--- config.mk ---
export PLATFORM = sky130hd
export DESIGN_NAME = color_sensor_gain_calibration_unit
export DESIGN_NICKNAME = d
export VERILOG_FILES = /design/src/hdl/csgc_pkg.sv /design/src/hdl/color_sensor_gain_calibration_unit.sv /design/src/hdl/csgc_search.sv /design/src/hdl/csgc_balance.sv
export SDC_FILE = /design/constraint.sdc
export NUM_CORES = 1
export LEC_CHECK = 0
export BUFFER_PORTS_ARGS = -buffer_cell sky130_fd_sc_hd__buf_2
export CAP_MARGIN = 30
export CORE_ASPECT_RATIO = 1.75
export CORE_MARGIN = 2
export CORE_UTILIZATION = 50
export DETAILED_ROUTE_END_ITERATION = 8
export GPL_TIMING_DRIVEN = 0
export HOLD_SLACK_MARGIN = 0.03
export MAX_ROUTING_LAYER = met4
export PLACE_DENSITY = 0.72
export SLEW_MARGIN = 20
export SYNTH_ARGS = -nofsm -noshare
export SYNTH_HDL_FRONTEND = slang
export SYNTH_SLANG_ARGS = --single-unit
--- constraint.sdc ---
create_clock -name clk -period 11.3 [get_ports clk]
set_clock_uncertainty 0.1 [all_clocks]
set_input_delay 1.695 -clock clk [delete_from_list [all_inputs] [get_ports clk]]
set_output_delay 1.695 -clock clk [all_outputs]
set_load 0.02 [all_outputs]
--- src/hdl/csgc_pkg.sv ---
// shared types, codes and constants of the color sensor gain calibration unit
`default_nettype none

package csgc_pkg;

    localparam int READING_W         = 16;
    localparam int INTEG_W           = 12;
    localparam int CAP_W             = 4;
    localparam int PHASE_W           = 3;
    localparam int APB_DATA_W        = 32;
    localparam int APB_ADDR_W        = 2;

    localparam int SEARCH_RANGE_DEF  = 4096;

    // samples averaged per capacitor step, a power of two
    localparam int AVG_SAMPLES       = 4;
    localparam int AVG_SHIFT         = $clog2(AVG_SAMPLES);
    localparam int SUM_W             = READING_W + AVG_SHIFT;
    localparam int CNT_W             = (AVG_SHIFT > 0) ? AVG_SHIFT : 1;

    localparam logic [READING_W-1:0] TARGET_RESET = 16'd1000;
    localparam logic [READING_W-1:0] SPREAD_INIT  = 16'd5000;
    localparam logic [CAP_W-1:0]     CAP_MAX      = 4'd15;

    // register byte addresses
    localparam logic [APB_ADDR_W-1:0] REG_ADDR_TARGET = 2'd0;

    // request command codes
    localparam logic CMD_START   = 1'b0;
    localparam logic CMD_MEASURE = 1'b1;

    typedef enum logic [PHASE_W-1:0] {
        PH_IDLE  = 3'd0,
        PH_COLOR = 3'd1,
        PH_CLEAR = 3'd2,
        PH_CAPS  = 3'd3,
        PH_DONE  = 3'd4
    } phase_t;

    typedef struct packed {
        logic                 cmd;
        logic [READING_W-1:0] red_reading;
        logic [READING_W-1:0] green_reading;
        logic [READING_W-1:0] blue_reading;
        logic [READING_W-1:0] clear_reading;
    } meas_item_t;

    typedef struct packed {
        logic [PHASE_W-1:0] phase;
        logic [INTEG_W-1:0] color_integration;
        logic [INTEG_W-1:0] clear_integration;
        logic [CAP_W-1:0]   cap_red_out;
        logic [CAP_W-1:0]   cap_green_out;
        logic [CAP_W-1:0]   cap_blue_out;
        logic               measure_request;
        logic [INTEG_W-1:0] color_gain_result;
        logic [INTEG_W-1:0] clear_gain_result;
    } res_item_t;

    // capacitor balancing state, index 0 red, 1 green, 2 blue
    typedef struct packed {
        logic [2:0][CAP_W-1:0] caps;
        logic [2:0][SUM_W-1:0] sums;
        logic [CNT_W-1:0]      count;
        logic [READING_W-1:0]  prev_spread;
    } bal_state_t;

    localparam bal_state_t BAL_INIT = '{
        caps:        '0,
        sums:        '0,
        count:       '0,
        prev_spread: SPREAD_INIT
    };

endpackage

`default_nettype wire

--- src/hdl/color_sensor_gain_calibration_unit.sv ---
// top level of the color sensor gain calibration unit
`default_nettype none

// channel   direction  handshake            payload
// meas      in         meas_valid/stall     meas_item_t: cmd and r, g, b, clear readings
// res       out        res_valid/stall      res_item_t: phase and settings to apply next
// apb       in         psel/penable/pready  target_count at byte address 0
//
// one request per cycle sustained while the result side does not stall; each request gives
// exactly one result, through the input register and then the result register
// all step logic sits between those two registers: one search step (compare,
// halve, add) or one balancing step (three adds, max/min, subtract)
// reset leaves the unit idle with target_count 1000 and all settings zero
// a stalled result holds while one more request can still enter an empty input register

module color_sensor_gain_calibration_unit
    import csgc_pkg::*;
#(
    parameter int SEARCH_RANGE = SEARCH_RANGE_DEF
)
(
    input  logic                  clk,
    input  logic                  rst_n,

    input  logic                  meas_valid,
    output logic                  meas_stall,
    input  meas_item_t            meas_data,

    output logic                  res_valid,
    input  logic                  res_stall,
    output res_item_t             res_data,

    input  logic                  psel,
    input  logic                  penable,
    input  logic                  pwrite,
    input  logic [APB_ADDR_W-1:0] paddr,
    input  logic [APB_DATA_W-1:0] pwdata,
    output logic [APB_DATA_W-1:0] prdata,
    output logic                  pready
);

    localparam int BOUND_W = $clog2(SEARCH_RANGE + 1);
    localparam int TRIAL_W = $clog2(SEARCH_RANGE);
    localparam int HALF    = SEARCH_RANGE / 2;

    // handshake and pipeline registers
    logic       in_valid_reg;
    meas_item_t in_data_reg;
    logic       res_valid_reg;
    res_item_t  res_data_reg;
    logic       advance;
    logic       accept;

    // calibration state
    logic [READING_W-1:0] target_reg;
    phase_t               phase_reg,   phase_next;
    logic [BOUND_W-1:0]   lower_reg,   lower_next;
    logic [BOUND_W-1:0]   upper_reg,   upper_next;
    logic [TRIAL_W-1:0]   trial_reg,   trial_next;
    logic [TRIAL_W-1:0]   color_reg,   color_next;
    logic [TRIAL_W-1:0]   clear_reg,   clear_next;
    logic [TRIAL_W-1:0]   color_res_reg, color_res_next;
    logic [TRIAL_W-1:0]   clear_res_reg, clear_res_next;
    bal_state_t           bal_reg,     bal_next;
    res_item_t            res_next;

    // step unit outputs
    logic [READING_W-1:0] max_rgb;
    logic [READING_W-1:0] search_reading;
    logic [BOUND_W-1:0]   srch_lower;
    logic [BOUND_W-1:0]   srch_upper;
    logic [TRIAL_W-1:0]   srch_trial;
    logic                 srch_done;
    bal_state_t           bal_step;
    logic                 bal_settled;

    // ------------------------------------------------------------------
    // handshake: the result register decouples the two sides
    // ------------------------------------------------------------------
    assign advance    = in_valid_reg && (!res_valid_reg || !res_stall);
    assign meas_stall = in_valid_reg && res_valid_reg && res_stall;
    assign accept     = meas_valid && !meas_stall;
    assign res_valid  = res_valid_reg;
    assign res_data   = res_data_reg;

    always_ff @(posedge clk or negedge rst_n)
    begin
        if (!rst_n)
        begin
            in_valid_reg  <= 1'b0;
            res_valid_reg <= 1'b0;
        end
        else
        begin
            if (accept)
            begin
                in_valid_reg <= 1'b1;
            end
            else if (advance)
            begin
                in_valid_reg <= 1'b0;
            end

            if (advance)
            begin
                res_valid_reg <= 1'b1;
            end
            else if (!res_stall)
            begin
                res_valid_reg <= 1'b0;
            end
        end
    end

    always_ff @(posedge clk)
    begin
        if (accept)
        begin
            in_data_reg <= meas_data;
        end
        if (advance)
        begin
            res_data_reg <= res_next;
        end
    end

    // ------------------------------------------------------------------
    // configuration port
    // ------------------------------------------------------------------
    assign pready = 1'b1;

    always_comb
    begin
        prdata = '0;
        if (paddr == REG_ADDR_TARGET)
        begin
            prdata = APB_DATA_W'(target_reg);
        end
    end

    always_ff @(posedge clk or negedge rst_n)
    begin
        if (!rst_n)
        begin
            target_reg <= TARGET_RESET;
        end
        else if (psel && penable && pwrite && pready && paddr == REG_ADDR_TARGET)
        begin
            target_reg <= pwdata[READING_W-1:0];
        end
    end

    // ------------------------------------------------------------------
    // step units: one shared search step, one balancing step
    // ------------------------------------------------------------------
    always_comb
    begin
        max_rgb = in_data_reg.red_reading;
        if (in_data_reg.green_reading > max_rgb)
        begin
            max_rgb = in_data_reg.green_reading;
        end
        if (in_data_reg.blue_reading > max_rgb)
        begin
            max_rgb = in_data_reg.blue_reading;
        end
    end

    // colour search follows the brightest color channel, clear search the clear channel
    assign search_reading = (phase_reg == PH_CLEAR) ? in_data_reg.clear_reading : max_rgb;

    csgc_search #(
        .SEARCH_RANGE (SEARCH_RANGE)
    ) u_search (
        .reading    (search_reading),
        .target     (target_reg),
        .lower      (lower_reg),
        .upper      (upper_reg),
        .trial      (trial_reg),
        .lower_next (srch_lower),
        .upper_next (srch_upper),
        .trial_next (srch_trial),
        .done       (srch_done)
    );

    csgc_balance u_balance (
        .cur     (bal_reg),
        .red     (in_data_reg.red_reading),
        .green   (in_data_reg.green_reading),
        .blue    (in_data_reg.blue_reading),
        .nxt     (bal_step),
        .settled (bal_settled)
    );

    // ------------------------------------------------------------------
    // next state
    // ------------------------------------------------------------------
    always_comb
    begin
        phase_next     = phase_reg;
        lower_next     = lower_reg;
        upper_next     = upper_reg;
        trial_next     = trial_reg;
        color_next     = color_reg;
        clear_next     = clear_reg;
        color_res_next = color_res_reg;
        clear_res_next = clear_res_reg;
        bal_next       = bal_reg;

        if (advance)
        begin
            if (in_data_reg.cmd == CMD_START)
            begin
                // restart the colour search at the middle of the range
                phase_next     = PH_COLOR;
                color_res_next = '0;
                clear_res_next = '0;
                lower_next     = '0;
                upper_next     = BOUND_W'(SEARCH_RANGE);
                trial_next     = TRIAL_W'(HALF);
                color_next     = TRIAL_W'(HALF);
            end
            else
            begin
                unique case (phase_reg)
                    PH_COLOR:
                    begin
                        lower_next = srch_lower;
                        upper_next = srch_upper;
                        trial_next = srch_trial;
                        if (srch_done)
                        begin
                            // colour integration stays at its last applied value
                            color_res_next = srch_trial;
                            phase_next     = PH_CLEAR;
                            lower_next     = '0;
                            upper_next     = BOUND_W'(SEARCH_RANGE);
                            trial_next     = TRIAL_W'(HALF);
                            clear_next     = TRIAL_W'(HALF);
                        end
                        else
                        begin
                            color_next = srch_trial;
                        end
                    end
                    PH_CLEAR:
                    begin
                        lower_next = srch_lower;
                        upper_next = srch_upper;
                        trial_next = srch_trial;
                        if (srch_done)
                        begin
                            clear_res_next = srch_trial;
                            phase_next     = PH_CAPS;
                            bal_next       = BAL_INIT;
                        end
                        else
                        begin
                            clear_next = srch_trial;
                        end
                    end
                    PH_CAPS:
                    begin
                        bal_next = bal_step;
                        if (bal_settled)
                        begin
                            phase_next = PH_DONE;
                        end
                    end
                    default:
                    begin
                        // idle or done: measurement ignored
                    end
                endcase
            end
        end
    end

    // ------------------------------------------------------------------
    // result item built from the updated state
    // ------------------------------------------------------------------
    always_comb
    begin
        res_next.phase             = phase_next;
        res_next.color_integration = INTEG_W'(color_next);
        res_next.clear_integration = INTEG_W'(clear_next);
        res_next.cap_red_out       = bal_next.caps[0];
        res_next.cap_green_out     = bal_next.caps[1];
        res_next.cap_blue_out      = bal_next.caps[2];
        res_next.measure_request   = (phase_next == PH_COLOR) || (phase_next == PH_CLEAR)
                                     || (phase_next == PH_CAPS);
        res_next.color_gain_result = INTEG_W'(color_res_next);
        res_next.clear_gain_result = INTEG_W'(clear_res_next);
    end

    always_ff @(posedge clk or negedge rst_n)
    begin
        if (!rst_n)
        begin
            phase_reg     <= PH_IDLE;
            lower_reg     <= '0;
            upper_reg     <= BOUND_W'(SEARCH_RANGE);
            trial_reg     <= '0;
            color_reg     <= '0;
            clear_reg     <= '0;
            color_res_reg <= '0;
            clear_res_reg <= '0;
            bal_reg       <= BAL_INIT;
        end
        else
        begin
            phase_reg     <= phase_next;
            lower_reg     <= lower_next;
            upper_reg     <= upper_next;
            trial_reg     <= trial_next;
            color_reg     <= color_next;
            clear_reg     <= clear_next;
            color_res_reg <= color_res_next;
            clear_res_reg <= clear_res_next;
            bal_reg       <= bal_next;
        end
    end

endmodule

`default_nettype wire

--- src/hdl/csgc_search.sv ---
// one binary search step over the integration range
`default_nettype none

module csgc_search
    import csgc_pkg::*;
#(
    parameter int SEARCH_RANGE = SEARCH_RANGE_DEF
)
(
    input  logic [READING_W-1:0]                   reading,
    input  logic [READING_W-1:0]                   target,
    input  logic [$clog2(SEARCH_RANGE+1)-1:0]      lower,
    input  logic [$clog2(SEARCH_RANGE+1)-1:0]      upper,
    input  logic [$clog2(SEARCH_RANGE)-1:0]        trial,
    output logic [$clog2(SEARCH_RANGE+1)-1:0]      lower_next,
    output logic [$clog2(SEARCH_RANGE+1)-1:0]      upper_next,
    output logic [$clog2(SEARCH_RANGE)-1:0]        trial_next,
    output logic                                   done
);

    localparam int BOUND_W = $clog2(SEARCH_RANGE + 1);
    localparam int TRIAL_W = $clog2(SEARCH_RANGE);

    logic               hit;
    logic [BOUND_W-1:0] mid;

    always_comb
    begin
        lower_next = lower;
        upper_next = upper;
        hit        = 1'b0;
        priority if (reading > target)
        begin
            upper_next = BOUND_W'(trial);
        end
        else if (reading < target)
        begin
            lower_next = BOUND_W'(trial);
        end
        else
        begin
            hit = 1'b1;
        end
        // mid stays below upper, so it fits the trial width
        mid        = lower_next + ((upper_next - lower_next) >> 1);
        trial_next = hit ? trial : TRIAL_W'(mid);
        done       = hit || (mid == lower_next);
    end

endmodule

`default_nettype wire

--- src/hdl/csgc_balance.sv ---
// one capacitor balancing step: accumulate, average and raise the largest channel
`default_nettype none

module csgc_balance
    import csgc_pkg::*;
(
    input  bal_state_t           cur,
    input  logic [READING_W-1:0] red,
    input  logic [READING_W-1:0] green,
    input  logic [READING_W-1:0] blue,
    output bal_state_t           nxt,
    output logic                 settled
);

    logic [2:0][SUM_W-1:0]     sum;
    logic [2:0][READING_W-1:0] avg;
    logic [READING_W-1:0]      mx;
    logic [READING_W-1:0]      mn;
    logic [READING_W-1:0]      spread;
    logic                      raised;

    always_comb
    begin
        sum[0] = cur.sums[0] + SUM_W'(red);
        sum[1] = cur.sums[1] + SUM_W'(green);
        sum[2] = cur.sums[2] + SUM_W'(blue);
        for (int i = 0; i < 3; i++)
        begin
            avg[i] = READING_W'(sum[i] >> AVG_SHIFT);
        end
        mx = avg[0];
        mn = avg[0];
        for (int i = 1; i < 3; i++)
        begin
            if (avg[i] > mx)
            begin
                mx = avg[i];
            end
            if (avg[i] < mn)
            begin
                mn = avg[i];
            end
        end
        spread  = mx - mn;

        nxt     = cur;
        settled = 1'b0;
        raised  = 1'b0;
        if (cur.count != CNT_W'(AVG_SAMPLES - 1))
        begin
            nxt.sums  = sum;
            nxt.count = cur.count + CNT_W'(1);
        end
        else
        begin
            nxt.sums  = '0;
            nxt.count = '0;
            if (spread == cur.prev_spread)
            begin
                settled = 1'b1;
            end
            else
            begin
                // first of red, green, blue at the maximum that still has headroom
                for (int i = 0; i < 3; i++)
                begin
                    if (!raised && avg[i] == mx && cur.caps[i] < CAP_MAX)
                    begin
                        nxt.caps[i] = cur.caps[i] + CAP_W'(1);
                        raised      = 1'b1;
                    end
                end
                nxt.prev_spread = spread;
            end
        end
    end

endmodule

`default_nettype wire

==> results of run 1 <==
-- cell usage after synthesis (7+ instances only) --
| cell type | count | share of area [%] |
|---|---|---|
| sky130_fd_sc_hd__nand2_1 | 254 | 4.3 |
| sky130_fd_sc_hd__o21ai_0 | 190 | 4.3 |
| sky130_fd_sc_hd__ha_1 | 185 | 11 |
| sky130_fd_sc_hd__dfrtp_1 | 179 | 20 |
| sky130_fd_sc_hd__a21oi_1 | 158 | 3.6 |
| sky130_fd_sc_hd__nor2_1 | 146 | 2.5 |
| sky130_fd_sc_hd__edfxtp_1 | 129 | 18 |
| sky130_fd_sc_hd__inv_1 | 116 | 2.0 |
| sky130_fd_sc_hd__xnor2_1 | 88 | 3.5 |
| sky130_fd_sc_hd__clkbuf_1 | 86 | 1.5 |
| sky130_fd_sc_hd__nor3_1 | 63 | 1.4 |
| sky130_fd_sc_hd__a21o_1 | 61 | 2.1 |
| sky130_fd_sc_hd__mux2i_1 | 54 | 2.5 |
| sky130_fd_sc_hd__xor2_1 | 46 | 1.8 |
| sky130_fd_sc_hd__mux2_2 | 45 | 2.3 |
| sky130_fd_sc_hd__nand3_1 | 41 | 0.93 |
| sky130_fd_sc_hd__o31ai_1 | 35 | 1.2 |
| sky130_fd_sc_hd__nand4_1 | 32 | 0.91 |
| sky130_fd_sc_hd__a22o_1 | 30 | 1.2 |
| sky130_fd_sc_hd__o21a_1 | 23 | 0.79 |
| sky130_fd_sc_hd__a211oi_1 | 22 | 0.75 |
| sky130_fd_sc_hd__nand2b_1 | 22 | 0.63 |
| sky130_fd_sc_hd__nor4_1 | 20 | 0.57 |
| sky130_fd_sc_hd__o211ai_1 | 20 | 0.68 |
| sky130_fd_sc_hd__nor2b_1 | 19 | 0.54 |
| sky130_fd_sc_hd__and3_1 | 18 | 0.51 |
| sky130_fd_sc_hd__buf_4 | 17 | 0.58 |
| sky130_fd_sc_hd__a31oi_1 | 16 | 0.46 |
| sky130_fd_sc_hd__and2_1 | 13 | 0.37 |
| sky130_fd_sc_hd__dfstp_2 | 12 | 1.4 |
| sky130_fd_sc_hd__or3_1 | 12 | 0.34 |
| sky130_fd_sc_hd__o21ai_1 | 11 | 0.25 |
| sky130_fd_sc_hd__a211o_1 | 9 | 0.36 |
| sky130_fd_sc_hd__or4_1 | 8 | 0.27 |
| sky130_fd_sc_hd__nor3b_1 | 7 | 0.24 |
| sky130_fd_sc_hd__o22ai_1 | 7 | 0.20 |
-- worst max-delay path: cells and delay by family (launching register included) --
kind | cells | cell delay [ps]
AOI/OAI and AO/OA | 34 | 5480
DFF | 1 | 360
and+or+nand+nor | 10 | 1400
muxes | 3 | 930
xor gates and xnor gates | 1 | 160
buffers and inverters | 8 | 1110
adders and majority gates | 5 | 1460
-- cell type report --
| type | count | area [µm²] |
|---|---|---|
| fillers | 3568 | 16100 |
| multi-input cells | 1799 | 13800 |
| flip-flops and latches | 320 | 8670 |
| repair buffers | 270 | 1840 |
| clock buffers | 38 | 833 |
| plain buffers | 102 | 756 |
| well taps | 566 | 708 |
| inverters | 122 | 463 |
| clock inverters | 19 | 169 |
| diodes | 4 | 10.0 |
-- layer usage --
| metal | share of wire (%) | wire length [µm] |
|---|---|---|
| met3 | 4.6 | 3480 |
| met1 | 33 | 25300 |
| met4 | 9.8 | 7400 |
| met2 | 52 | 39500 |
| met5 | 0 | 0 |
-- path summary, 6_finish.rpt --
kind	from	endpoint	slack, ps	depth (start not counted)
worst max-delay path	in_data_reg[51]$_DFFE_PP_	res_data[3]$_DFFE_PP_	80	61
worst min-delay path	color_res_reg[1]$_DFF_PN0_	color_res_reg[1]$_DFF_PN0_	380	2
worst max register to register	in_data_reg[51]$_DFFE_PP_	res_data[3]$_DFFE_PP_	80	61
worst min register to register	color_res_reg[1]$_DFF_PN0_	color_res_reg[1]$_DFF_PN0_	380	2
max in group asynchronous	rst_n	bal_reg[9]$_DFFE_PN1P_	9340	2
min in group asynchronous	rst_n	target_reg[2]$_DFFE_PN0P_	940	1
-- cells by family after synthesis --
kind of cell               after synthesis
muxes                                   99
other                                    2
and+or+nand+nor                        690
xor gates and xnor gates               138
AOI/OAI and AO/OA                      664
DFF                                    320
buffers and inverters                  233
adders and majority gates              191
-- report_power, final --
part           total, mW  internal (mW)  switching (mW)
registers           1.50           1.40           0.103
clock network       1.04          0.557           0.487
logic               6.43           2.47            3.96
-- repair_timing --
item                                    CTS  global route
gates resized for setup                 154           345
buffers inserted                         27            52
pin swaps                                23            87
gates cloned                              0             8
endpoints found under the setup margin  237           237
hold buffers                              0             0
-- per-stage QoR --
stage	cell area [µm²]	setup TNS (ps)	std cells	setup slack (ps)
floorplan	22000	0	2352	29.5
global placement	23600	-557360	3087	-3140
detailed placement	23800	-598960	3099	-3360
CTS	25600	0	3180	2.40
global route	27300	-44220	3240	-404
finish	27300	0	3240	76.3
==> results.md, run 1 <==
- The depth of the CTS H-tree is 1.
- The transition time of the tightest slew-check pin is 1400 ps.
- The count of flip-flops with a built-in enable after synthesis is 129.
- The total DRC errors in the routed layout is 0.
- Summing the areas of all fa, ha and maj instances in the mapped netlist gives 11.1% of the synthesized area.
- After global routing the overflow that remains totals 0.
- The run finished with clean final reports.
- In this run the core area contains 101 standard-cell rows.
- The number of global-route vias before repair is 19800.
- The initial antenna violation count is 4.
- The final-report max-slew violation count is 0.
- Setup violations remaining at the end of the flow were counted as 0.
- The core footprint is 43300 µm².
- The remaining number of nets flagged by the antenna check after routing is 0.
- Data arrives at the worst endpoint at 11550 ps.
- The port buffer count is 169.
- The category of the most critical setup path is reg2reg.
- No sink is reached through more buffers than the 3 on the longest clock path.
- The overall die height is 281 µm.
- The worst-skew pair later-pin latency is 600 ps.
- The met1 layer usage reported by global route is 31.4%.
- For the worst setup path, the data required time is 11620 ps.
- The highest net fanout along the worst path is 7.
- Clock-pin slew was measured on the worst setup and hold paths at 70 ps.
- Across every metal layer, demand over resource in global routing totals 32.9%.
- The dominant combinational cell family by area after synthesis is compound AO/OA/AOI/OAI gates.
- The met3 demand-to-capacity share in global routing is 3.72%.
- The parity-gate share of the synthesized area counting xor and xnor cells is 5.76%.
- The leading cell type in the layout, fill and taps excluded is sky130_fd_sc_hd__nand2_1.
- Counting every sink on the clock net gives 320.
- The root buffer cell chosen for the clock tree is sky130_fd_sc_hd__clkbuf_16.
- The number of warning messages in the yosys log is 0.
- The die extent in x is 162 µm.
- The final cell utilization of the core is 62.9%.
- The share of synthesized registers carrying an async set or reset is 59.7%.
- The routed wire length per instance is 23.3 µm.
- The final critical path takes up 99.3% of the cycle.
- The dominant cell type by count on the critical path is sky130_fd_sc_hd__o21a_1.
- The number of flip-flops under the largest register name is 84.
- The total of max-cap violations is 0.
- The mean number of vias per cell is 6.16.
- Measured against its own limit, the worst slew margin works out to 5.63%.
- The multiplexer share of the synthesized area is 4.77%.
- The first global-routing pass estimated 111000 µm of wire.
- For this run, the top clock speed supported by timing is 89.1 MHz.
- The count of state elements after synthesis is 320.
- The net total in the final layout is 2943.
- For this design the top-level I/O count stands at 205.
- The final layout contains routed wiring with a total length of 75600 µm.
- For this run, the leading register cell type out of synthesis is sky130_fd_sc_hd__dfrtp_1.
- The mean cell area of the mapped netlist is 9.40 µm².
- Once detailed placement completed, the half-perimeter wirelength came to 57000 µm.
- The worst hold path belongs to the class reg2reg.
- The worst IR drop on VDD is 322 µV.
- Of the synthesized area, sequential elements account for 39.5%.
- The largest stage delay on the critical path is 380 ps.
- The type of element launching the critical path is a register.
- For this design the static power due to leakage is 12.1 nW.
- The detailed router placed 20000 vias in this run.
- For met2 alone, demand over resource in global routing was 59.6%.
- The power per cell area is 329 nW/µm².
- The total standard cell area after synthesis is 22000 µm².
- The gate count of the mapped netlist is 2337.
- Leaving out fill and tap cells, the most frequent cells in the layout are sky130_fd_sc_hd__nand2_1, sky130_fd_sc_hd__dfrtp_1, sky130_fd_sc_hd__ha_1.
- The initial detailed-routing violation count is 1410.
- The hold violation count in the final report is 0.
- The maximum number of pins on one net before global-route repair is 71.
- The clock tree from TritonCTS is built.
- The share of post-route cells with drive strength above 1 is 26.3%.
- The total clock buffers created by CTS is 31.
- Counting distinct cell types in the post-synthesis netlist gives 91.
- Hold is met by 378 ps.
- Power comes to 8.97 mW.
- The placer's final routability congestion estimate is 1.02.
- The die covers 45700 µm².
- The global routing stage identified its most utilized layer as met2.
- Setup repair after global routing could not meet its margin everywhere.
- For this run, the detailed router's first-pass iteration total came to 7.
- For this configuration, the core starts out at a cell density of 50.7%.
- The minimum clock period after layout is 11220 ps.
- The share of the synthesized area in compound gates (AO/OA/AOI/OAI) is 19.6%.
- The synthesized netlist devotes 14.9% of its cell area to simple gates.
- The worst-path cell with the longest stage delay is sky130_fd_sc_hd__or3_4.
- The area growth from synthesis to layout is 24.2%.
- STA classifies the critical path endpoint as a register.
No activity file was read; power rests on OpenSTA's default activity.
==> run 2, diff against run 1 <==
- CELL_PAD_IN_SITES_DETAIL_PLACEMENT: default -> 1
- CELL_PAD_IN_SITES_GLOBAL_PLACEMENT: default -> 2
- CORE_UTILIZATION: 50 -> 35
- PLACE_DENSITY: 0.72 -> default
- PLACE_DENSITY_LB_ADDON: default -> 0.1
==> run 2 against run 1 <==
Effect of this change:
- the flow now finishes with violations (negative setup slack)
- critical path depth decreased by 18
- sequential share of layout area fell by 2.1 points
- setup slack got worse by 94 ps
- design area grew 7.1%
- non-clock buffer count grew 21
- clock power rose by 25%
- global-route usage down 5.6 points
- first-iteration DRC count fell by 45%
- fmax decreased by 0.83%
==> results.md, run 2 (synthesized netlist as in run 1, its figures left out) <==
- The highest net fanout along the worst path is 10.
- The capturing element type of the critical path is a register.
- The checks that failed: negative setup slack.
- The post-place instance area is 24100 µm².
- Total power for the finished layout comes to 9.67 mW.
- The total of max-cap violations is 0.
- During I/O placement, the number of pins put on the boundary was 205.
- The post-route non-filler standard cell count is 3503.
- From left edge to right edge, the die measures 193 µm.
- The initial cell density of the core is 35.4%.
- The total negative slack is -17.8 ps.
- On the worst path, the slowest cell contributes a delay of 580 ps.
- The final wirelength is 88500 µm.
- Across all setup checks in the final design, the least slack found is -17.8 ps.
- Input and output buffers added on the ports amount to 169.
- Setup repair after global routing could not meet its margin everywhere.
- In this run the clock root is driven by a sky130_fd_sc_hd__clkbuf_16.
- Of the available clock period, the critical path in the final layout requires 100%.
- The total DRC errors in the routed layout is 0.
- The number of flip-flops under the largest register name is 84.
- From synthesis to final layout, the design area changed by 33.0%.
- The total clock buffers created by CTS is 37.
- The floorplan step set the die height to 335 µm.
- The placer's final routability congestion estimate is 0.914.
- The minimum clock period after layout is 11320 ps.
- The maximum number of pins on one net before global-route repair is 89.
- The power per cell area is 331 nW/µm².
- For the worst-skew pair, the clock arrives at the later sink with an insertion delay of 600 ps.
- The area enclosed by the die boundary is 64800 µm².
- The number of global-route vias before repair is 21300.
- The worst relative slew slack is 11.8%.
- The finished cells cover 29200 µm².
- The clock sink count is 320.
- Counting tap cells, the placed design contains a total of 3334 instances.
- At the pin with the least slew margin, the transition time is 1290 ps.
- The number of buffers between clock root and the deepest sink is 3.
- Summing all multi-input logic gate instances after layout gives 14700 µm².
- After global routing the overflow that remains totals 0.
- The depth of the CTS H-tree is 2.
- At the worst endpoint, the required time is 11660 ps.
- The detailed-routing iteration count for the pre-antenna-repair pass is 5.
- The mean number of vias per cell is 5.62.
- The minimum setup slack among reg-to-reg paths is -20 ps.
- The net total in the final layout is 2970.
- The count of endpoints failing setup in the final report is 1.
- The hold violation count in the final report was 0.
- The count of nets left with antenna violations once routing finished came out at 0.
- The library cell used most frequently in the layout, excluding fill and tap cells, is sky130_fd_sc_hd__nand2_1.
- The number of buffers inserted by hold repair at cts is 0.
- At the worst endpoint, the arrival time is 11680 ps.
- After the first detailed-routing iteration, the DRC count stood at 769.
- The count of vias placed by the detailed router is 19700.
- The core footprint is 62100 µm².
- The post-route netlist has 31.3% of its cells at a drive strength greater than 1.
- The startpoint of the most critical hold path is lower_reg[10]$_DFFE_PN0P_.
- After filler insertion, the fill cell instance count of the layout stands at 6907.
- The routed wire length per instance is 25.3 µm.
- The min-delay analysis places its worst path in the category reg2reg.
- The setup path with the least slack is of type reg2reg.
- The startpoint identified for the worst register-to-register timing path is in_data_reg[33]$_DFFE_PP_.
- The library cells used most frequently in the layout, excluding fill and tap cells, are sky130_fd_sc_hd__nand2_1, sky130_fd_sc_hd__dfrtp_1, sky130_fd_sc_hd__buf_2.
- For this run, the total global-route usage over all layers was measured as 27.2%.
- The most numerous cell type found on the critical path is sky130_fd_sc_hd__ha_1.
- In this run the worst setup path begins at in_data_reg[33]$_DFFE_PP_.
- The worst-case IR drop observed on VDD is 418 µV.
- Once detailed placement completed, the half-perimeter wirelength came to 67500 µm.
- TritonCTS built the clock tree.
- The initial antenna violation count was 2.
- The run finished, with violations left.
- The final cell utilization of the core is 47.1%.
- STA classifies the critical path startpoint as a register.
- For this design, the slowest cell found on the critical path is sky130_fd_sc_hd__or4_4.
- The final-report max-slew violation count came to 0.
- Summing all flip-flop and latch instances after layout gives 8670 µm².
- Based on the critical path, the design can be clocked at up to 88.4 MHz.
- The leakage component of the power is 12.7 nW.
- The floorplan has 121 rows.
- The first global-routing pass estimated 131000 µm of wire.
- After clock tree synthesis, the clock-pin slew on the worst setup and hold paths is 70 ps.
[run 2: final timing paths]
| path | end | depth (start not counted) |
|---|---|---|
| max | res_data[28]$_DFFE_PP_ | 43 |
| min in group asynchronous | bal_reg[19]$_DFFE_PN0P_ | 1 |
| min | lower_reg[10]$_DFFE_PN0P_ | 2 |
| max in group asynchronous | color_reg[3]$_DFF_PN0_ | 3 |
| min reg2reg | lower_reg[10]$_DFFE_PN0P_ | 2 |
| max reg2reg | res_data[28]$_DFFE_PP_ | 43 |
[run 2: layer usage]
metal / GRT usage, % / vias to the layer above / routed length [µm]
met5: - / - / 0
met4: 15.9 / 0 / 5850
met3: 3.21 / 201 / 2480
met2: 52.2 / 367 / 49400
met1: 26.0 / 9903 / 30700
li1: - / 9206 / -
[run 2: repair_timing]
action / in CTS / in global routing
endpoints found under the setup margin: 237 / 237
buffers inserted: 48 / 41
resized for setup: 230 / 551
pin swaps: 47 / 138
gates cloned: 1 / 13
[run 2: area by class of cell]
cell class	instances	share of cell area [%]
well taps	799	3.42
repair buffers	288	7.41
flip-flops and latches	320	29.7
diodes	2	0.0171
plain buffers	105	3.20
multi-input cells	1799	50.3
clock buffers	47	3.37
clock inverters	21	0.994
inverters	122	1.60
[run 2: per-stage QoR]
| stage | hold WS (ps) | setup slack, ps |
|---|---|---|
| 6_report | 382 | -17.8 |
| 3_5_place_dp | 374 | -4240 |
| 2_1_floorplan | 344 | 29.5 |
| 5_1_grt | 407 | -540 |
| 3_3_place_gp | 360 | -4200 |
| 4_1_cts | 381 | 1.90 |
[run 2: worst max-delay path: cells and delay by family, from the launching register on]
family / cells / cell delay, ps
adder cells (fa/ha/maj): 4 / 1190
AO/OA/AOI/OAI: 15 / 3300
XOR/XNOR: 1 / 230
flip-flops: 1 / 400
buffers and inverters: 8 / 1560
AND/OR/NAND/NOR: 15 / 4380
[run 2: power by group]
| group | internal, mW | switching, mW |
|---|---|---|
| sequential | 1.40 | 0.119 |
| clock | 0.744 | 0.559 |
| combinational | 2.62 | 4.23 |
